--- src/hw/rtl/spq_pkg.sv ---
// spq_pkg: shared types, codes and sizes for the sorted priority queue
// depends on nothing; imported by spq_ctrl, spq_datapath and sorted_priority_queue

package spq_pkg;

    localparam int DEPTH_DEFAULT = 16;
    localparam int PRI_W         = 16;
    localparam int PAY_W         = 32;
    localparam int ERR_W         = 2;
    localparam int COUNT_W       = 5;

    localparam logic OP_INSERT = 1'b0;
    localparam logic OP_REMOVE = 1'b1;

    typedef enum logic [ERR_W-1:0] {
        ERR_OK        = 2'd0,
        ERR_UNDERFLOW = 2'd1,
        ERR_OVERFLOW  = 2'd2
    } err_t;

    // controller to datapath commands
    typedef struct packed {
        logic load_in;   // capture the accepted input beat
        logic commit;    // apply the operation and load the result register
    } spq_cmd_t;

endpackage

--- src/hw/rtl/spq_ctrl.sv ---
// spq_ctrl: controller state machine for the sorted priority queue
// depends on spq_pkg; drives spq_datapath through spq_cmd_t

module spq_ctrl
    import spq_pkg::*;
(
    input  logic     aclk,
    input  logic     aresetn,
    input  logic     s_valid,
    output logic     s_ready,
    output logic     m_valid,
    input  logic     m_ready,
    output spq_cmd_t cmd
);

    typedef enum logic [1:0] {
        ST_IDLE = 2'b01,
        ST_EXEC = 2'b10
    } state_t;

    state_t state_reg, state_next;
    logic   m_valid_reg, m_valid_next;
    logic   out_free;

    // result register can take a new beat
    assign out_free = !m_valid_reg || m_ready;

    always_comb begin
        state_next   = state_reg;
        cmd.load_in  = 1'b0;
        cmd.commit   = 1'b0;
        m_valid_next = m_valid_reg && !m_ready;
        case (state_reg)
            ST_IDLE: begin
                if (s_valid) begin
                    cmd.load_in = 1'b1;
                    state_next  = ST_EXEC;
                end
            end
            ST_EXEC: begin
                if (out_free) begin
                    cmd.commit   = 1'b1;
                    m_valid_next = 1'b1;
                    state_next   = ST_IDLE;
                end
            end
            default: begin
                state_next = ST_IDLE;
            end
        endcase
    end

    always_ff @(posedge aclk) begin
        if (!aresetn) begin
            state_reg   <= ST_IDLE;
            m_valid_reg <= 1'b0;
        end else begin
            state_reg   <= state_next;
            m_valid_reg <= m_valid_next;
        end
    end

    assign s_ready = (state_reg == ST_IDLE);
    assign m_valid = m_valid_reg;

endmodule

--- src/hw/rtl/spq_datapath.sv ---
// spq_datapath: sorted entry row, occupancy counter and result register
// depends on spq_pkg; commanded by spq_ctrl

module spq_datapath
    import spq_pkg::*;
#(
    parameter int DEPTH = DEPTH_DEFAULT
) (
    input  logic                     aclk,
    input  logic                     aresetn,
    input  spq_cmd_t                 cmd,
    input  logic                     in_op,
    input  logic        [PRI_W-1:0]  in_priority,
    input  logic signed [PAY_W-1:0]  in_payload,
    output logic        [PRI_W-1:0]  head_priority,
    output logic signed [PAY_W-1:0]  head_payload,
    output logic                     empty_res,
    output logic                     full_res,
    output logic        [ERR_W-1:0]  error,
    output logic        [COUNT_W-1:0] count
);

    localparam int OCC_W = $clog2(DEPTH + 1);

    // captured input beat
    logic               op_reg;
    logic [PRI_W-1:0]   pri_reg;
    logic [PAY_W-1:0]   pay_reg;

    // sorted row, slot 0 is the head
    logic [PRI_W-1:0]   ent_pri_reg  [DEPTH];
    logic [PAY_W-1:0]   ent_pay_reg  [DEPTH];
    logic [PRI_W-1:0]   ent_pri_next [DEPTH];
    logic [PAY_W-1:0]   ent_pay_next [DEPTH];
    logic [OCC_W-1:0]   occ_reg, occ_next;
    logic [DEPTH-1:0]   keep;
    logic               is_full, is_empty;
    err_t               err_next;

    // result register
    logic [PRI_W-1:0]   head_pri_reg;
    logic [PAY_W-1:0]   head_pay_reg;
    logic               empty_reg, full_reg;
    err_t               err_reg;
    logic [OCC_W-1:0]   cnt_reg;
    logic [COUNT_W+OCC_W-1:0] cnt_ext;

    assign is_full  = (occ_reg == OCC_W'(DEPTH));
    assign is_empty = (occ_reg == '0);

    // slot keeps its entry when it is occupied and not below the new priority
    for (genvar i = 0; i < DEPTH; i++) begin : g_cmp
        assign keep[i] = (occ_reg > OCC_W'(i)) && (ent_pri_reg[i] >= pri_reg);
    end

    for (genvar i = 0; i < DEPTH; i++) begin : g_slot
        always_comb begin
            ent_pri_next[i] = ent_pri_reg[i];
            ent_pay_next[i] = ent_pay_reg[i];
            if (op_reg == OP_INSERT) begin
                if (!is_full && !keep[i]) begin
                    if (i == 0) begin
                        ent_pri_next[i] = pri_reg;
                        ent_pay_next[i] = pay_reg;
                    end else if (keep[(i == 0) ? 0 : i-1]) begin
                        ent_pri_next[i] = pri_reg;
                        ent_pay_next[i] = pay_reg;
                    end else begin
                        ent_pri_next[i] = ent_pri_reg[(i == 0) ? 0 : i-1];
                        ent_pay_next[i] = ent_pay_reg[(i == 0) ? 0 : i-1];
                    end
                end
            end else begin
                if (!is_empty && (i < DEPTH-1)) begin
                    ent_pri_next[i] = ent_pri_reg[(i < DEPTH-1) ? i+1 : i];
                    ent_pay_next[i] = ent_pay_reg[(i < DEPTH-1) ? i+1 : i];
                end
            end
        end
    end

    always_comb begin
        occ_next = occ_reg;
        err_next = ERR_OK;
        if (op_reg == OP_INSERT) begin
            if (is_full) begin
                err_next = ERR_OVERFLOW;
            end else begin
                occ_next = occ_reg + OCC_W'(1);
            end
        end else begin
            if (is_empty) begin
                err_next = ERR_UNDERFLOW;
            end else begin
                occ_next = occ_reg - OCC_W'(1);
            end
        end
    end

    always_ff @(posedge aclk) begin
        if (cmd.load_in) begin
            op_reg  <= in_op;
            pri_reg <= in_priority;
            pay_reg <= in_payload;
        end
    end

    always_ff @(posedge aclk) begin
        if (cmd.commit) begin
            for (int k = 0; k < DEPTH; k++) begin
                ent_pri_reg[k] <= ent_pri_next[k];
                ent_pay_reg[k] <= ent_pay_next[k];
            end
        end
    end

    always_ff @(posedge aclk) begin
        if (!aresetn) begin
            occ_reg <= '0;
        end else if (cmd.commit) begin
            occ_reg <= occ_next;
        end
    end

    always_ff @(posedge aclk) begin
        if (cmd.commit) begin
            head_pri_reg <= (occ_next != '0) ? ent_pri_next[0] : '0;
            head_pay_reg <= (occ_next != '0) ? ent_pay_next[0] : '0;
            empty_reg    <= (occ_next == '0);
            full_reg     <= (occ_next == OCC_W'(DEPTH));
            err_reg      <= err_next;
            cnt_reg      <= occ_next;
        end
    end

    // count carries the low bits of the occupancy
    assign cnt_ext = {{COUNT_W{1'b0}}, cnt_reg};

    assign head_priority = head_pri_reg;
    assign head_payload  = head_pay_reg;
    assign empty_res     = empty_reg;
    assign full_res      = full_reg;
    assign error         = err_reg;
    assign count         = cnt_ext[COUNT_W-1:0];

endmodule

--- src/hw/rtl/sorted_priority_queue.sv ---
// sorted_priority_queue: top level of the sorted list priority queue
// depends on spq_pkg, spq_ctrl and spq_datapath
//
// channel  direction  handshake          payload
// s_       in         s_valid / s_ready  s_op, s_priority_req, s_payload
// m_       out        m_valid / m_ready  m_head_priority, m_head_payload, m_empty_res,
//                                        m_full_res, m_error, m_count
//
// each beat is first captured and then used to update the sorted row
// the update compares every slot against the new priority in parallel and shifts
// the row by one place, so the row register is the single work stage
// the result sits in an output register; a new beat is taken while it waits,
// and the update stalls only while the previous result has not been taken
// aresetn (synchronous) empties the queue; entry slots hold no reset value

module sorted_priority_queue
    import spq_pkg::*;
#(
    parameter int DEPTH = DEPTH_DEFAULT
) (
    input  logic                      aclk,
    input  logic                      aresetn,
    // input beats
    input  logic                      s_valid,
    output logic                      s_ready,
    input  logic                      s_op,
    input  logic        [PRI_W-1:0]   s_priority_req,
    input  logic signed [PAY_W-1:0]   s_payload,
    // result beats
    output logic                      m_valid,
    input  logic                      m_ready,
    output logic        [PRI_W-1:0]   m_head_priority,
    output logic signed [PAY_W-1:0]   m_head_payload,
    output logic                      m_empty_res,
    output logic                      m_full_res,
    output logic        [ERR_W-1:0]   m_error,
    output logic        [COUNT_W-1:0] m_count
);

    spq_cmd_t cmd;

    // sequencing: capture, then update and load result
    spq_ctrl u_ctrl (
        .aclk    (aclk),
        .aresetn (aresetn),
        .s_valid (s_valid),
        .s_ready (s_ready),
        .m_valid (m_valid),
        .m_ready (m_ready),
        .cmd     (cmd)
    );

    // sorted row, occupancy and result register
    spq_datapath #(
        .DEPTH (DEPTH)
    ) u_datapath (
        .aclk          (aclk),
        .aresetn       (aresetn),
        .cmd           (cmd),
        .in_op         (s_op),
        .in_priority   (s_priority_req),
        .in_payload    (s_payload),
        .head_priority (m_head_priority),
        .head_payload  (m_head_payload),
        .empty_res     (m_empty_res),
        .full_res      (m_full_res),
        .error         (m_error),
        .count         (m_count)
    );

`ifndef SYNTHESIS
    // an empty queue reports a zero head
    a_empty_head_zero: assert property (@(posedge aclk) disable iff (!aresetn)
        m_valid && m_empty_res |-> (m_head_priority == '0) && (m_head_payload == '0))
        else $error("empty result with non-zero head");

    // underflow only ever reported on an empty queue
    a_underflow_empty: assert property (@(posedge aclk) disable iff (!aresetn)
        m_valid && (m_error == ERR_UNDERFLOW) |-> m_empty_res && !m_full_res)
        else $error("underflow reported on a non-empty queue");

    // overflow only ever reported on a full queue
    a_overflow_full: assert property (@(posedge aclk) disable iff (!aresetn)
        m_valid && (m_error == ERR_OVERFLOW) |-> m_full_res && !m_empty_res)
        else $error("overflow reported on a queue that is not full");

    // a result beat follows an accepted input beat when the result register is free at acceptance
    a_result_follows: assert property (@(posedge aclk) disable iff (!aresetn)
        s_valid && s_ready && (!m_valid || m_ready) |=> ##1 m_valid)
        else $error("result beat missing after accepted input beat");
`endif

endmodule
--- config.mk ---
export PLATFORM = sky130hd
export DESIGN_NAME = sorted_priority_queue
export DESIGN_NICKNAME = d
export VERILOG_FILES = /design/src/hw/rtl/spq_pkg.sv /design/src/hw/rtl/spq_ctrl.sv /design/src/hw/rtl/spq_datapath.sv /design/src/hw/rtl/sorted_priority_queue.sv
export SDC_FILE = /design/constraint.sdc
export NUM_CORES = 2
export LEC_CHECK = 0
export BUFFER_PORTS_ARGS = -buffer_cell sky130_fd_sc_hd__buf_4
export CAP_MARGIN = 20
export CORE_ASPECT_RATIO = 0.6
export CORE_MARGIN = 10
export CORE_UTILIZATION = 55
export DETAILED_ROUTE_END_ITERATION = 10
export GPL_ROUTABILITY_DRIVEN = 1
export GPL_TIMING_DRIVEN = 0
export PLACE_DENSITY = 0.76
export SLEW_MARGIN = 20
export SYNTH_ARGS = -nofsm -noshare
export SYNTH_HDL_FRONTEND = slang
export SYNTH_SLANG_ARGS = --single-unit
export TNS_END_PERCENT = 30
--- constraint.sdc ---
create_clock -name aclk -period 12.8 [get_ports aclk]
set_input_delay 1.28 -clock aclk [delete_from_list [all_inputs] [get_ports aclk]]
set_output_delay 1.28 -clock aclk [all_outputs]
set_load 0.02 [all_outputs]
==> out/results.ini <==
[yosys]
syn_inst = 5576
yosysWarnings = 0
synth-async-reset-ratio_pct = 0
ys_seq_elements = 882
synthesis.area_mm2 = 0.0542
ys.flop_type = edfxtp_1
syn_avg_cell_area_um2 = 9.71
synth-edff-count = 874
ys_types = 66
syn_nets = 5890
yosysSeqAreaShare_pct = 48.8

[grt]
grt_pass1_vias = 44038
grt_pass1_wl_um = 290000
grt_max_degree = 50
antenna_found_initial = 4
grt.total_usage_pct = 34.9
grt-ovfl-total = 0

[routing]
wl_per_cell_um = 28.6
drt-pass1-iter-count = 7
detail-route-antenna-nets = 0
drtIter0Drc = 8664
vias = 48953
via_per_inst = 6.80
routed_wl_um = 206000
drc = 0

[pwr]
powerDensity_mw_per_mm2 = 113
p_leak_uw = 0.0219
vdd_drop_max_v = 0.000118

[floorplan]
die_x_um = 425
die_area_mm2 = 0.112
rows = 89
start_util_pct = 55.3
core_region_area_mm2 = 0.0980
fp.dieH_um = 263
ios = 112

[cts]
tritoncts = built
cts_root_buffer = clkbuf_16
clkSinkCount = 882
cts.path.max_buffers = 3
post_cts_buffers = 0
cts_resized = 0
clk_latency_ns = 0.73
cts_hold_buf = 0
cts_htree_levels = 3
clkSlewWorstSetupHoldPaths_ns = 0.07
numCtsBuffers = 88

[placement]
post_dp_cell_area_mm2 = 0.0575
io_buffers = 111
dpl.hpwl_um = 164000
gp_congestion = 0.991
place_ws_ns = 7.69

[sta]
rsz0062_at_grt = no
setup_viol = 0
hold_viol = 0
relSlewSlack_pct = 11.2
drv_slew = 0
timing.final.ws_setup_ns = 7.33
finalCriticalPeriod_ns = 5.47
worst_pin_slew_ns = 1.33
max_freq_mhz = 183
finalCritPeriodShare_pct = 42.7
skew_ns = 0.0278

[setup_path]
critPathSlowestCell = a221oi_1
criticalPathCategory = reg -> reg
crit_path_frequent_cell = a21o_1
worst-path-max-fanout = 23
cp.arrival_ns = 5.88
cp.required_ns = 13.22
cp-start-kind = register
crit_chain = inv_1 > ha_1 > a21o_1 > a21o_1 > a221oi_1 > clkbuf_1 > a21oi_1 > a21boi_4 > buf_16
slowest_delay_ns = 1.08
cp-end-kind = register

[job]
maxCapViolCount = 0

[final_layout]
final_area_mm2 = 0.0602
syn_to_final_growth_pct = 11.2
mostFrequentLayoutCell = edfxtp_1
num-nets-final = 6123
largest_reg_flops = 512
final_cell_mix = edfxtp_1 (874), nand2_1 (780), clkbuf_1 (490)
drive_above_1_share_pct = 5.91
nFillCells = 8222

[outcome]
status = complete, no violations

[hold_path]
hp-class = reg -> reg

## routing by layer
metal / track usage (%) / up-vias / part of all wire [%]
met5: 0 / - / 0
met4: 10.7 / 0 / 3.3
met3: 14.0 / 360 / 19
met2: 44.3 / 3875 / 37
met1: 52.9 / 22920 / 41
li1: - / 21798 / -
## synth_stat cells, drive strengths merged, types with 3 or more instances
cell / n / area share, %
a21oi: 368 / 3.4
inv: 46 / 0.32
a2bb2oi: 486 / 7.9
a32o: 7 / 0.13
a31oi: 194 / 2.3
and4: 8 / 0.13
a21o: 31 / 0.43
nand2: 780 / 5.4
clkbuf: 484 / 3.4
o211ai: 282 / 3.9
o31a: 3 / 0.049
a211oi: 28 / 0.39
nor2: 370 / 2.6
o22a: 6 / 0.097
nand3: 402 / 3.7
o22ai: 3 / 0.035
and3: 11 / 0.13
a221oi: 3 / 0.060
nand4: 18 / 0.21
nor3: 7 / 0.065
edfxtp: 874 / 48
nand2b: 20 / 0.23
ha: 261 / 6.0
dfxtp: 8 / 0.30
xnor2: 3 / 0.049
a21boi: 11 / 0.15
and2: 7 / 0.081
buf: 78 / 0.71
mux2i: 57 / 1.1
a221o: 33 / 0.61
mux2: 3 / 0.062
or3: 3 / 0.035
o21ai: 332 / 3.1
a31o: 5 / 0.081
nor2b: 129 / 1.5
a22oi: 146 / 2.0
o21a: 31 / 0.43
or2: 8 / 0.092
a32oi: 6 / 0.097
## cell families (layout without fill, tap and decap cells)
family / count (synthesis) / after routing / share of synthesized area, %
and+or+nand+nor: 1774 / 1774 / 14.4
muxes: 60 / 60 / 1.12
xor gates and xnor gates: 3 / 3 / 0.0485
DFF: 882 / 882 / 48.8
adders and majority gates: 261 / 261 / 6.03
buffers and inverters: 609 / 909 / 4.39
AOI/OAI and AO/OA: 1987 / 1987 / 25.3
other: 0 / 1 / 0
## critical path: cells and delay by family, from the launching register on
kind                       cells  cell delay (ns)
AOI/OAI and AO/OA              5             2.06
DFF                            1             0.94
buffers and inverters          3             1.57
adders and majority gates      1             0.55
## per-stage QoR
stage | utilization (%) | std cells | power, uW | hold slack [ns] | setup TNS [ns]
2_1_floorplan | - | 5576 | 3890 | 0.518 | 0
3_3_place_gp | 57.8 | 7006 | 4200 | 0.501 | -788.93
3_5_place_dp | 58.6 | 7034 | 4230 | 0.508 | 0
4_1_cts | 61.4 | 7191 | 6730 | 0.520 | 0
5_1_grt | 61.5 | 7195 | 6950 | 0.553 | 0
6_report | 61.5 | 7196 | 6800 | 0.522 | 0
## final timing paths
| check | start | to | slack, ns | cells after the start |
|---|---|---|---|---|
| worst min register to register | u_ctrl.m_valid$_SDFF_PN0_ | u_ctrl.m_valid$_SDFF_PN0_ | 0.52 | 2 |
| worst min-delay path | u_ctrl.m_valid$_SDFF_PN0_ | u_ctrl.m_valid$_SDFF_PN0_ | 0.52 | 2 |
| worst max-delay path | u_datapath.pri_reg[13]$_DFFE_PP_ | u_datapath.ent_pri_reg[1][14]$_DFFE_PP_ | 7.33 | 9 |
| worst max register to register | u_datapath.pri_reg[13]$_DFFE_PP_ | u_datapath.ent_pri_reg[1][14]$_DFFE_PP_ | 7.33 | 9 |
## report_power, final
group | switching (uW) | internal [uW] | total, uW
Clock | 1220 | 1360 | 2580
Combinational | 632 | 295 | 927
Sequential | 63.6 | 3230 | 3300
Total | 1920 | 4890 | 6800
## area by class of cell
class	instances	area [um^2]	area share (%)
Inverter	47	176	0.293
Sequential cell	882	26400	43.8
Buffer	562	2230	3.69
Antenna cell	1	2.50	0.00415
Timing Repair Buffer	143	1560	2.59
Multi-Input combinational cell	4085	25500	42.3
Clock inverter	46	425	0.706
Clock buffer	111	2290	3.80
Tap cell	1319	1650	2.74
Note: power is estimated with default switching activity, not from simulation.
